`src/hw/rtl/tkde_pkg.sv`:
```
// Package for the three-key debounce block: item structs, flag bit positions,
// history width and register map. No dependencies.
package tkde_pkg;

  localparam int HIST_BITS  = 8;
  localparam int FLAG_BITS  = 5;
  localparam int COUNT_BITS = 16;
  localparam int ADDR_BITS  = 3;
  localparam int DATA_BITS  = 32;

  // flag bit positions
  localparam int BIT_PROG  = 0;
  localparam int BIT_TURN  = 1;
  localparam int BIT_COVER = 2;
  localparam int BIT_LONG  = 3;
  localparam int BIT_EVENT = 4;

  // register index (byte address / 4)
  localparam logic REG_LONG_PRESS = 1'b0;

  localparam logic [COUNT_BITS-1:0] LONG_PRESS_RESET = 16'd3000;

  typedef logic [HIST_BITS-1:0]  hist_t;
  typedef logic [FLAG_BITS-1:0]  flags_t;
  typedef logic [COUNT_BITS-1:0] count_t;

  typedef struct packed {
    logic   prog_pin;
    logic   turn_pin;
    logic   cover_pin;
    flags_t press_clear;
    flags_t release_clear;
  } in_item_t;

  typedef struct packed {
    flags_t press_flags;
    flags_t release_flags;
  } out_item_t;

endpackage

```
`src/hw/rtl/tkde_scan.sv`:
```
// Key scan core: pin histories, turn-key hold counter and sticky flags.
// Depends on tkde_pkg.
module tkde_scan (
  input  logic                clk,
  input  logic                rst_n,
  input  logic                take,
  input  tkde_pkg::in_item_t  item,
  input  tkde_pkg::count_t    long_press_ticks,
  output tkde_pkg::out_item_t result
);

  tkde_pkg::hist_t  prog_hist_r, prog_hist_nxt;
  tkde_pkg::hist_t  turn_hist_r, turn_hist_nxt;
  tkde_pkg::hist_t  cover_hist_r, cover_hist_nxt;
  tkde_pkg::count_t hold_r, hold_nxt;
  tkde_pkg::flags_t press_r, press_nxt;
  tkde_pkg::flags_t release_r, release_nxt;

  always_comb begin
    prog_hist_nxt  = {prog_hist_r[tkde_pkg::HIST_BITS-2:0], item.prog_pin};
    turn_hist_nxt  = {turn_hist_r[tkde_pkg::HIST_BITS-2:0], item.turn_pin};
    cover_hist_nxt = {cover_hist_r[tkde_pkg::HIST_BITS-2:0], item.cover_pin};
    // consumer clears go first so an event raised this tick survives
    press_nxt   = press_r & ~item.press_clear;
    release_nxt = release_r & ~item.release_clear;
    hold_nxt    = hold_r;

    if (prog_hist_nxt == '0 && release_nxt[tkde_pkg::BIT_PROG]) begin
      press_nxt[tkde_pkg::BIT_PROG]   = 1'b1;
      release_nxt[tkde_pkg::BIT_PROG] = 1'b0;
    end
    if (prog_hist_nxt == '1) begin
      release_nxt[tkde_pkg::BIT_PROG] = 1'b1;
    end

    if (turn_hist_nxt == '0) begin
      hold_nxt = hold_r + 1'b1;
      if (release_nxt[tkde_pkg::BIT_TURN]) begin
        press_nxt[tkde_pkg::BIT_TURN]   = 1'b1;
        release_nxt[tkde_pkg::BIT_TURN] = 1'b0;
      end
    end
    if (turn_hist_nxt == '1) begin
      hold_nxt = '0;
      release_nxt[tkde_pkg::BIT_TURN] = 1'b1;
    end
    if (hold_nxt >= long_press_ticks) begin
      hold_nxt = '0;
      press_nxt[tkde_pkg::BIT_LONG] = 1'b1;
    end

    if (cover_hist_nxt == '0) begin
      press_nxt[tkde_pkg::BIT_COVER] = 1'b1;
      if (release_nxt[tkde_pkg::BIT_COVER]) begin
        press_nxt[tkde_pkg::BIT_EVENT]   = 1'b1;
        release_nxt[tkde_pkg::BIT_COVER] = 1'b0;
      end
    end
    if (cover_hist_nxt == '1) begin
      release_nxt[tkde_pkg::BIT_COVER] = 1'b1;
      if (press_nxt[tkde_pkg::BIT_COVER]) begin
        release_nxt[tkde_pkg::BIT_EVENT] = 1'b1;
        press_nxt[tkde_pkg::BIT_COVER]   = 1'b0;
      end
    end
  end

  assign result.press_flags   = press_nxt;
  assign result.release_flags = release_nxt;

  always_ff @(posedge clk) begin
    if (!rst_n) begin
      prog_hist_r  <= '0;
      turn_hist_r  <= '0;
      cover_hist_r <= '0;
      hold_r       <= '0;
      press_r      <= '0;
      release_r    <= '0;
    end else if (take) begin
      prog_hist_r  <= prog_hist_nxt;
      turn_hist_r  <= turn_hist_nxt;
      cover_hist_r <= cover_hist_nxt;
      hold_r       <= hold_nxt;
      press_r      <= press_nxt;
      release_r    <= release_nxt;
    end
  end

endmodule

```
`src/hw/rtl/three_key_debounce_events.sv`:
```
// Three-key debouncer with event flags. One scan request per clock while in_stall
// is low; its flags are registered to out_. The scan and flag update is a single
// registered pass, and a two-deep result buffer (output register plus skid
// entry) lets requests keep arriving while one result waits; in_stall rises only
// when both entries are held. long_press_ticks sits at byte address 0 of the
// APB port and resets to 3000. Depends on tkde_pkg and tkde_scan.
module three_key_debounce_events (
  input  logic                          clk,
  input  logic                          rst_n,
  input  logic                          in_valid,
  output logic                          in_stall,
  input  tkde_pkg::in_item_t            in_data,
  output logic                          out_valid,
  input  logic                          out_stall,
  output tkde_pkg::out_item_t           out_data,
  input  logic                          psel,
  input  logic                          penable,
  input  logic                          pwrite,
  input  logic [tkde_pkg::ADDR_BITS-1:0] paddr,
  input  logic [tkde_pkg::DATA_BITS-1:0] pwdata,
  output logic [tkde_pkg::DATA_BITS-1:0] prdata,
  output logic                          pready
);

  tkde_pkg::count_t    long_press_r;
  tkde_pkg::out_item_t result;
  tkde_pkg::out_item_t out_r, skid_r;
  logic                out_valid_r, skid_valid_r;
  logic                take, pop, reg_hit;

  assign reg_hit = (paddr[tkde_pkg::ADDR_BITS-1] == tkde_pkg::REG_LONG_PRESS);
  assign pready  = 1'b1;
  assign prdata  = reg_hit
                 ? {{(tkde_pkg::DATA_BITS-tkde_pkg::COUNT_BITS){1'b0}}, long_press_r}
                 : '0;

  always_ff @(posedge clk) begin
    if (!rst_n) begin
      long_press_r <= tkde_pkg::LONG_PRESS_RESET;
    end else if (psel && penable && pwrite && reg_hit) begin
      long_press_r <= pwdata[tkde_pkg::COUNT_BITS-1:0];
    end
  end

  assign in_stall  = skid_valid_r;
  assign take      = in_valid && !skid_valid_r;
  assign out_valid = out_valid_r;
  assign out_data  = out_r;
  assign pop       = out_valid_r && !out_stall;

  tkde_scan u_scan (
    .clk              (clk),
    .rst_n            (rst_n),
    .take             (take),
    .item             (in_data),
    .long_press_ticks (long_press_r),
    .result           (result)
  );

  always_ff @(posedge clk) begin
    if (!rst_n) begin
      out_valid_r  <= 1'b0;
      skid_valid_r <= 1'b0;
    end else begin
      if (!out_valid_r || pop) begin
        if (skid_valid_r) begin
          out_r        <= skid_r;
          out_valid_r  <= 1'b1;
          skid_valid_r <= take;
          if (take) begin
            skid_r <= result;
          end
        end else begin
          out_valid_r <= take;
          if (take) begin
            out_r <= result;
          end
        end
      end else if (take) begin
        // output held, park the new result
        skid_r       <= result;
        skid_valid_r <= 1'b1;
      end
    end
  end

endmodule

```
`config.mk`:
```
export PLATFORM = sky130hd
export DESIGN_NAME = three_key_debounce_events
export DESIGN_NICKNAME = d
export VERILOG_FILES = /design/src/hw/rtl/tkde_pkg.sv /design/src/hw/rtl/tkde_scan.sv /design/src/hw/rtl/three_key_debounce_events.sv
export SDC_FILE = /design/constraint.sdc
export NUM_CORES = 1
export LEC_CHECK = 0
export CAP_MARGIN = 10
export CORE_ASPECT_RATIO = 0.75
export CORE_MARGIN = 4
export CORE_UTILIZATION = 60
export DETAILED_ROUTE_END_ITERATION = 6
export DONT_BUFFER_PORTS = 1
export PLACE_DENSITY = 0.73
export SLEW_MARGIN = 20
export SYNTH_ARGS = -nofsm -noshare
export SYNTH_HDL_FRONTEND = slang
export SYNTH_SLANG_ARGS = --single-unit
```
`constraint.sdc`:
```
create_clock -name clk -period 7.2 [get_ports clk]
set_input_delay 1.08 -clock clk [delete_from_list [all_inputs] [get_ports clk]]
set_output_delay 1.08 -clock clk [all_outputs]
set_load 0.005 [all_outputs]
```
==> results.json, run 1 <==
{
  "status": "complete, no violations",
  "numCtsBuffers": 9,
  "rsz0062_at_grt": "false",
  "num_vias": 3310,
  "synthSimpleGateAreaFrac_pct": 23.3,
  "synth_edf_count": 20,
  "area_growth_pct": 3.25,
  "die_h_um": 82.1,
  "grt_start_max_net_pins": 63,
  "avgViaCountPerCell": 5.59,
  "finalNetCount": 561,
  "final_common_cell": "nand2_1",
  "fin_total_pwr_w": 0.000863,
  "worstSetupEndpointType": "flip-flop",
  "worstHoldPathType": "flip-flop to flip-flop",
  "critical_path.max_stage_delay_ps": 820,
  "async_flop_share_pct": 0,
  "path_cells": "or4_4, or3_1, nor2_2, and3_1, xnor2_1, nor2_1, ha_1, and2_1, a221o_1, a21oi_1, or4b_1, a21o_1, mux2_2",
  "fin_setup_tns_ps": 0,
  "worstMarginPinSlew_ps": 939,
  "dpl.hpwl_um": 6400,
  "drive_gt1_share_pct": 7.49,
  "power.density_mw_per_mm2": 190,
  "ys.flop_type": "dfxtp_1",
  "synth_top_family_by_area": "simple AND/OR/NAND/NOR gates",
  "hold_buffers": 0,
  "syn_avg_cell_area_um2": 8.70,
  "wl_per_cell_um": 15.0,
  "cts_tree": "done",
  "clkTransAtPathRegs_ps": 90,
  "rows": 26,
  "hold_viol_final": 0,
  "skew_ps": 7.40,
  "num_io_pins": 100,
  "crit_path_max_fanout": 22,
  "synth.ff_latch_count": 85,
  "grt_pass1_vias": 3097,
  "core-area_mm2": 0.00696,
  "drt-total-wl_um": 8880,
  "required_ps": 7310,
  "worst_path_max_delay_cell": "or4b_1",
  "setup_viol": 0,
  "dp.cells": 576,
  "drtIter0Drc": 150,
  "initial_core_util_pct": 63.1,
  "synth_mux_area_share_pct": 2.53,
  "critical_path_class": "primary input to flip-flop",
  "maxSlewViolCount": 0,
  "n_fill_cell": 626,
  "synth_fa_ha_area_share_pct": 4.84,
  "synth_area_mm2": 0.00440,
  "clk_latency_ps": 350,
  "clockRootBuffer": "clkbuf_8",
  "peakVddDrop_mv": 0.102,
  "min_period_over_period_pct": 68.2,
  "seqCellArea_mm2": 0.00190,
  "cts.repair_timing.setup_buffer_count": 0,
  "final_cell_mix": "96 x nand2_1, 65 x dfxtp_1, 43 x nor2_1",
  "synth_xor_area_share_pct": 2.59,
  "gr-total-overflow": 0,
  "antenna_found_initial": 0,
  "synth_cell_types": 58,
  "drtAntennaViolNets": 0,
  "dieArea_mm2": 0.00877,
  "detail_route.first_pass.iterations": 4,
  "fmax_mhz": 204,
  "gp_congestion": 0.856,
  "synth_compound_area_share_pct": 16.1,
  "multi_input_area_mm2": 0.00224,
  "antenna_cells": 0,
  "grt_pass1_wl_um": 14900,
  "cts_resized": 0,
  "clock_sinks": 85,
  "period_needed_ps": 4910,
  "dieWidth_um": 107,
  "track_usage_pct": 21.5,
  "drc_errors": 0,
  "slew_headroom_pct": 37.4,
  "cp-start-kind": "primary input",
  "yosysWarnings": 0,
  "synthCells": 505,
  "critPathArrivalTime_ps": 5020,
  "r2r_setup_slack_ps": 2620,
  "cts-htree-levels": 3,
  "portBuffers": 0,
  "p_leak_nw": 1.73,
  "fin_cells": 592,
  "yosysSeqAreaShare_pct": 43.3,
  "cap_viol_max_count": 0,
  "clk_path_buf_depth": 2
}
==> metal layers <==
metal / global-route usage [%] / up-vias / routed length (µm)
met5: 0 / - / 0
li1: - / 1680 / -
met2: 32.8 / 83 / 3940
met3: 5.05 / 6 / 579
met4: 6.00 / 0 / 74
met1: 30.9 / 1541 / 4290
==> cells in the mapped netlist, types with 4 or more instances <==
cell / count / area, µm²
nor4_1: 4 / 25.0
nand2b_1: 5 / 31.3
clkbuf_1: 21 / 78.8
inv_1: 23 / 86.3
buf_1: 4 / 15.0
ha_1: 17 / 213
o21ai_0: 11 / 55.1
o21a_1: 4 / 30.0
nand4_1: 9 / 56.3
o211a_1: 4 / 40.0
dfxtp_1: 65 / 1300
edfxtp_1: 20 / 601
xnor2_1: 6 / 52.6
a21oi_1: 9 / 45.0
nor3b_1: 4 / 30.0
nand2_1: 96 / 360
nor2b_1: 5 / 31.3
and2_1: 8 / 50.1
o41ai_1: 4 / 35.0
buf_4: 17 / 128
or2_2: 4 / 25.0
or3_1: 4 / 25.0
o211ai_1: 7 / 52.6
nor2_1: 43 / 161
and3_1: 4 / 25.0
a21boi_0: 31 / 233
o311ai_0: 4 / 35.0
mux2_2: 9 / 101
xor2_1: 7 / 61.3
nand3_1: 10 / 50.1
==> layout make-up <==
cell class,count,share of cell area [%]
Clock buffer,10,2.81
Clock inverter,6,0.993
Inverter,23,1.90
Multi-Input combinational cell,368,49.4
Sequential cell,85,41.9
Tap cell,98,2.70
Timing Repair Buffer,2,0.331
==> kinds of logic (layout without fill, tap and decap cells) <==
family,count (synthesis),count (layout)
AOI/OAI and AO/OA,97,97
adders and majority gates,17,17
other,2,17
and+or+nand+nor,214,214
xor gates and xnor gates,13,13
muxes,10,10
DFF,85,85
buffers and inverters,67,41
==> state kept, by name, indices dropped and copies added, names as in the netlist <==
name / cells
in_stall: 1
long_press_r: 16
out_data: 10
out_valid: 1
skid_r: 10
u_scan.cover_hist_r: 7
u_scan.hold_r: 16
u_scan.press_r: 5
u_scan.prog_hist_r: 7
u_scan.release_r: 5
u_scan.turn_hist_r: 7
==> worst max-delay path, delay by kind of cell <==
family / cells / cell delay, ps
compound gates: 3 / 760
xor+xnor: 1 / 140
fa+ha+maj: 1 / 290
mux: 1 / 260
simple gates: 7 / 2500
==> final timing paths <==
| check | startpoint | endpoint | cells past startpoint |
|---|---|---|---|
| max | in_data[11] | out_data[8]$_DFFE_PP_ | 13 |
| min | u_scan.release_r[3]$_SDFFE_PN0P_ | u_scan.release_r[3]$_SDFFE_PN0P_ | 2 |
| max reg2reg | u_scan.turn_hist_r[3]$_SDFFE_PN0P_ | out_data[8]$_DFFE_PP_ | 13 |
| min reg2reg | u_scan.release_r[3]$_SDFFE_PN0P_ | u_scan.release_r[3]$_SDFFE_PN0P_ | 2 |
==> power by group <==
group          internal (W)  switching (W)
clock network      0.000127       0.000173
registers          0.000500     0.00000735
logic             0.0000215      0.0000346
==> through the flow <==
| stage | cell area (µm²) | hold slack, ps | setup WS [ps] | utilization [%] |
|---|---|---|---|---|
| after floorplan | 4450 | 407 | 2610 | - |
| after global placement | 4360 | 414 | 1940 | 62.6 |
| after detailed placement | 4360 | 417 | 1930 | 62.6 |
| after CTS | 4530 | 430 | 2280 | 65.1 |
| after global routing | 4540 | 456 | 2050 | 65.2 |
| final | 4540 | 432 | 2290 | 65.2 |
Power figures use the tool's default switching activity.
==> run 2, diff against run 1 <==
==> constraint.sdc (replaced) <==
create_clock -name clk -period 4.75 [get_ports clk]
set_input_delay 0.7125 -clock clk [delete_from_list [all_inputs] [get_ports clk]]
set_output_delay 0.7125 -clock clk [all_outputs]
set_load 0.005 [all_outputs]
==> run 2 against run 1 <==
  * Worst setup slack got worse by 1900 ps
  * Core utilization up 0.59 points
  * Die area did not move
  * Global-route usage rose by 0.36 points
  * Routed wire length rose by 1.7%
  * Clock skew up 7.9 ps
  * Critical path type is now flip-flop to flip-flop
  * Largest cell class unchanged
==> results.json, run 2 (synthesized netlist as in run 1, its figures left out) <==
{
  "pwr-share-clk_pct": 35.4,
  "final_area_mm2": 0.00458,
  "clkTransAtPathRegs_ps": 90,
  "peakVddDrop_mv": 0.201,
  "critPathArrivalTime_ps": 4660,
  "worstSetupEndpointType": "flip-flop",
  "cts-htree-levels": 3,
  "status": "complete, no violations",
  "grt_pass1_wl_um": 15400,
  "power.density_mw_per_mm2": 289,
  "die_h_um": 82.1,
  "dieWidth_um": 107,
  "drt-total-wl_um": 9030,
  "final_common_cell": "nand2_1",
  "finalNetCount": 566,
  "critical_path_class": "flip-flop to flip-flop",
  "min_period_over_period_pct": 91.8,
  "initial_core_util_pct": 63.1,
  "p_leak_nw": 1.76,
  "skew_ps": 15.3,
  "worstHoldPathType": "primary input to flip-flop",
  "antenna_cells": 0,
  "internal_power_w": 0.000986,
  "min_to": "u_scan.release_r[3]$_SDFFE_PN0P_",
  "clockRootBuffer": "clkbuf_8",
  "worstMarginPinSlew_ps": 1020,
  "gp_congestion": 0.795,
  "detail_route.first_pass.iterations": 5,
  "r2r_setup_slack_ps": 390,
  "slew_headroom_pct": 32.2,
  "r2r_start": "u_scan.turn_hist_r[3]$_SDFFE_PN0P_",
  "power.net_switching_w": 0.000337,
  "wl_per_cell_um": 15.1,
  "cts_tree": "done",
  "top_regs": "long_press_r x16, u_scan.hold_r x16",
  "layout_setup_ws_ps": 390,
  "drtIter0Drc": 178,
  "core-area_mm2": 0.00696,
  "maxSlewViolCount": 0,
  "clk_latency_ps": 360,
  "rows": 26,
  "r2r-end": "u_scan.hold_r[1]$_SDFFE_PN0P_",
  "cts.repair_timing.setup_buffer_count": 0,
  "cp-start-kind": "flip-flop",
  "drtAntennaViolNets": 0,
  "period_needed_ps": 4360,
  "antenna_found_initial": 0,
  "grt_start_max_net_pins": 63,
  "switching_share_pct": 25.5,
  "area_growth_pct": 4.18,
  "pwr-share-comb_pct": 6.5,
  "place_area_mm2": 0.00440,
  "setup_viol": 0,
  "dp_slack_ps": 99.5,
  "track_usage_pct": 21.9,
  "fmax_mhz": 229,
  "cts_resized": 0,
  "seqPwrFrac_pct": 58.1,
  "cap_viol_max_count": 0,
  "clock_sinks": 85,
  "num_vias": 3393,
  "grt_pass1_vias": 3141,
  "hold_buffers": 0,
  "final_cell_mix": "96 x nand2_1, 65 x dfxtp_1, 43 x nor2_1",
  "drive_gt1_share_pct": 8.62,
  "dpl.hpwl_um": 6560,
  "crit_path_max_fanout": 11,
  "fin_setup_tns_ps": 0,
  "hold_viol_final": 0,
  "rsz0062_at_grt": "false",
  "clk_path_buf_depth": 2,
  "hold-worst-slack_ps": 432,
  "reg2reg_depth": 14,
  "drc_errors": 0,
  "gr-total-overflow": 0,
  "min_from": "in_data[3]",
  "numCtsBuffers": 9,
  "num_io_pins": 100,
  "hold_depth": 1,
  "required_ps": 5050,
  "avgViaCountPerCell": 5.68,
  "dieArea_mm2": 0.00877,
  "portBuffers": 0
}
## run 2: cell type report
class,count,area (µm²)
Sequential cell,85,1900
Timing Repair Buffer,7,52.6
Fill cell,611,2380
Inverter,23,86.3
Clock inverter,7,57.6
Multi-Input combinational cell,368,2230
Tap cell,98,123
Clock buffer,9,124
## run 2: through the flow
step                      power (W)  instances  utilization, %
after floorplan            0.000869        520               -
after global placement     0.000867        581            63.2
after detailed placement   0.000871        581            63.2
after CTS                   0.00134        597            65.8
after global routing        0.00139        597            65.8
final                       0.00132        597            65.8
## run 2: critical path: stages, from the launching register on
cell and delay, ps:
dfxtp_1 350, or4_4 570, or3_1 480, nor2_2 190, and3_1 200, xnor2_1 140, nor2_1 70, ha_1 290
and2_1 150, a221o_1 300, a21oi_1 140, or4b_1 660, buf_4 270, o41ai_1 330, and2_1 160
## run 2: worst max path at each step
stage,from,to,slack [ps]
floorplan,in_data[11],u_scan.hold_r[12]$_SDFFE_PN0P_,530
global placement,in_data[11],u_scan.hold_r[1]$_SDFFE_PN0P_,140
detailed placement,in_data[11],u_scan.hold_r[1]$_SDFFE_PN0P_,100
CTS,u_scan.turn_hist_r[3]$_SDFFE_PN0P_,u_scan.hold_r[1]$_SDFFE_PN0P_,410
global route,u_scan.turn_hist_r[3]$_SDFFE_PN0P_,u_scan.hold_r[5]$_SDFFE_PN0P_,120
finish,u_scan.turn_hist_r[3]$_SDFFE_PN0P_,u_scan.hold_r[1]$_SDFFE_PN0P_,390
## run 2: power by group through the flow
stage	sequential [W]	combinational, W	clock (W)
CTS	0.000769	0.0000857	0.000481
detailed placement	0.000786	0.0000851	0
floorplan	0.000783	0.0000865	0
global route	0.000772	0.0000977	0.000518
finish	0.000769	0.0000855	0.000468
global placement	0.000785	0.0000820	0
## run 2: metal layers
layer / vias to the layer above / GRT usage (%) / routed length, µm
li1: 1695 / - / -
met1: 1578 / 31.7 / 4470
met2: 110 / 33.4 / 3870
met3: 10 / 5.52 / 609
met4: 0 / 4.60 / 75
met5: - / 0 / 0
==> run 3, diff against run 2 <==
--- a/config.mk
+++ b/config.mk
@@ -6,12 +6,14 @@
 export NUM_CORES = 1
 export LEC_CHECK = 0
 export CAP_MARGIN = 10
+export CELL_PAD_IN_SITES_DETAIL_PLACEMENT = 0
+export CELL_PAD_IN_SITES_GLOBAL_PLACEMENT = 1
 export CORE_ASPECT_RATIO = 0.75
 export CORE_MARGIN = 4
-export CORE_UTILIZATION = 60
+export CORE_UTILIZATION = 47
 export DETAILED_ROUTE_END_ITERATION = 6
 export DONT_BUFFER_PORTS = 1
-export PLACE_DENSITY = 0.73
+export PLACE_DENSITY = 0.76
 export SLEW_MARGIN = 20
 export SYNTH_ARGS = -nofsm -noshare
 export SYNTH_HDL_FRONTEND = slang
==> run 3 against run 2 <==
  * Hold slack worse by 6.5 ps
  * Clock power increased by 51%
  * Critical endpoint is now u_scan.hold_r[15]$_SDFFE_PN0P_
  * Sequential share of layout area decreased by 1.6 points
  * Via count is 1.8% lower
  * Critical path type unchanged
  * Count of clock-buffer cells in the layout is the same
  * Highest routed layer unchanged
==> results.json, run 3 (synthesized netlist as in run 1, its figures left out) <==
{
  "power.density_mw_per_mm2": 328,
  "final_common_cell": "nand2_1",
  "multi_input_area_mm2": 0.00223,
  "crit_path_max_fanout": 7,
  "initial_core_util_pct": 48.4,
  "layout_setup_ws_ps": 487,
  "num_vias": 3332,
  "peakVddDrop_mv": 0.246,
  "gr-total-overflow": 0,
  "num_io_pins": 100,
  "fin_setup_tns_ps": 0,
  "clk_path_buf_depth": 2,
  "cap_viol_max_count": 0,
  "skew_ps": 5.29,
  "drc_errors": 0,
  "p_leak_nw": 1.83,
  "cts_tree": "done",
  "track_usage_pct": 17.5,
  "r2r_setup_slack_ps": 490,
  "worstSetupEndpointType": "flip-flop",
  "drt-total-wl_um": 9230,
  "finalNetCount": 567,
  "n_fill_cell": 877,
  "avgViaCountPerCell": 5.31,
  "hold_buffers": 0,
  "required_ps": 5030,
  "core-area_mm2": 0.00908,
  "top_regs": "long_press_r x16, u_scan.hold_r x16",
  "grt_pass1_vias": 3108,
  "final_cell_mix": "96 x nand2_1, 65 x dfxtp_1, 43 x nor2_1",
  "critical_path.max_stage_delay_ps": 590,
  "rsz0062_at_grt": "false",
  "status": "complete, no violations",
  "cp-start-kind": "flip-flop",
  "path_cells": "or4_4, or3_1, nor2_2, and3_1, xnor2_1, nor2_1, ha_1, and2_1, a221o_1, a21oi_1, or4b_1, buf_4, o311ai_0, o21a_1",
  "critPathArrivalTime_ps": 4540,
  "antenna_found_initial": 0,
  "period_needed_ps": 4260,
  "portBuffers": 0,
  "dieWidth_um": 120,
  "min_period_over_period_pct": 89.7,
  "drtIter0Drc": 181,
  "die_h_um": 91.8,
  "wl_per_cell_um": 14.7,
  "grt_pass1_wl_um": 15500,
  "final_area_mm2": 0.00476,
  "clk_latency_ps": 330,
  "grt_start_max_net_pins": 63,
  "rows": 30,
  "dieArea_mm2": 0.0110,
  "drtAntennaViolNets": 0,
  "fin_total_pwr_w": 0.00156,
  "critical_path_class": "flip-flop to flip-flop",
  "seqCellArea_mm2": 0.00190,
  "worst_path_max_delay_cell": "or4b_1",
  "cts_resized": 0,
  "area_growth_pct": 8.34,
  "detail_route.first_pass.iterations": 4,
  "antenna_cells": 0,
  "drive_gt1_share_pct": 8.80,
  "cts-htree-levels": 3,
  "clockRootBuffer": "clkbuf_16",
  "dpl.hpwl_um": 6670,
  "worstMarginPinSlew_ps": 991,
  "cts.repair_timing.setup_buffer_count": 0,
  "numCtsBuffers": 9,
  "clock_sinks": 85,
  "maxSlewViolCount": 0,
  "fmax_mhz": 235,
  "clkTransAtPathRegs_ps": 60,
  "setup_viol": 0,
  "slew_headroom_pct": 33.9,
  "dp_slack_ps": 157,
  "place_area_mm2": 0.00446,
  "worstHoldPathType": "flip-flop to flip-flop",
  "gp_congestion": 0.787,
  "hold_viol_final": 0
}
run 3: path summary, 6_finish.rpt:
check,start,to,cells past startpoint
hold / removal,u_scan.release_r[3]$_SDFFE_PN0P_,u_scan.release_r[3]$_SDFFE_PN0P_,2
setup / recovery,u_scan.turn_hist_r[3]$_SDFFE_PN0P_,u_scan.hold_r[15]$_SDFFE_PN0P_,14
setup reg to reg,u_scan.turn_hist_r[3]$_SDFFE_PN0P_,u_scan.hold_r[15]$_SDFFE_PN0P_,14
hold reg to reg,u_scan.release_r[3]$_SDFFE_PN0P_,u_scan.release_r[3]$_SDFFE_PN0P_,2
run 3: worst max-delay path: cells and delay by family (launching register included):
| family | cells | cell delay (ps) |
|---|---|---|
| flops | 1 | 340 |
| compound gates | 4 | 950 |
| simple gates | 7 | 2250 |
| xor+xnor | 1 | 150 |
| fa+ha+maj | 1 | 290 |
| buf+inv | 1 | 220 |
run 3: area by class of cell:
type	count	share of cell area [%]
repair buffers	8	1.52
clock inverters	7	1.71
well taps	128	3.36
clock buffers	9	4.73
multi-input cells	368	46.9
flip-flops and latches	85	39.9
inverters	23	1.81
run 3: stage by stage:
stage | utilization, % | hold slack [ps] | instances
2_1_floorplan | - | 407 | 520
3_3_place_gp | 49.0 | 414 | 612
3_5_place_dp | 49.0 | 419 | 612
4_1_cts | 52.4 | 429 | 628
5_1_grt | 52.4 | 441 | 628
6_report | 52.4 | 426 | 628
run 3: power breakdown:
| part | switching [W] | internal, W |
|---|---|---|
| combinational | 0.0000532 | 0.0000328 |
| sequential | 0.0000109 | 0.000759 |
| clock | 0.000293 | 0.000415 |
| total | 0.000357 | 0.00121 |
run 3: per-layer routing:
layer | vias to the layer above | GRT usage (%) | share of wire, %
li1 | 1700 | - | -
met1 | 1554 | 26.2 | 54
met2 | 74 | 24.8 | 41
met3 | 4 | 5.30 | 4.8
met4 | 0 | 3.72 | 0.35
met5 | - | 0 | 0
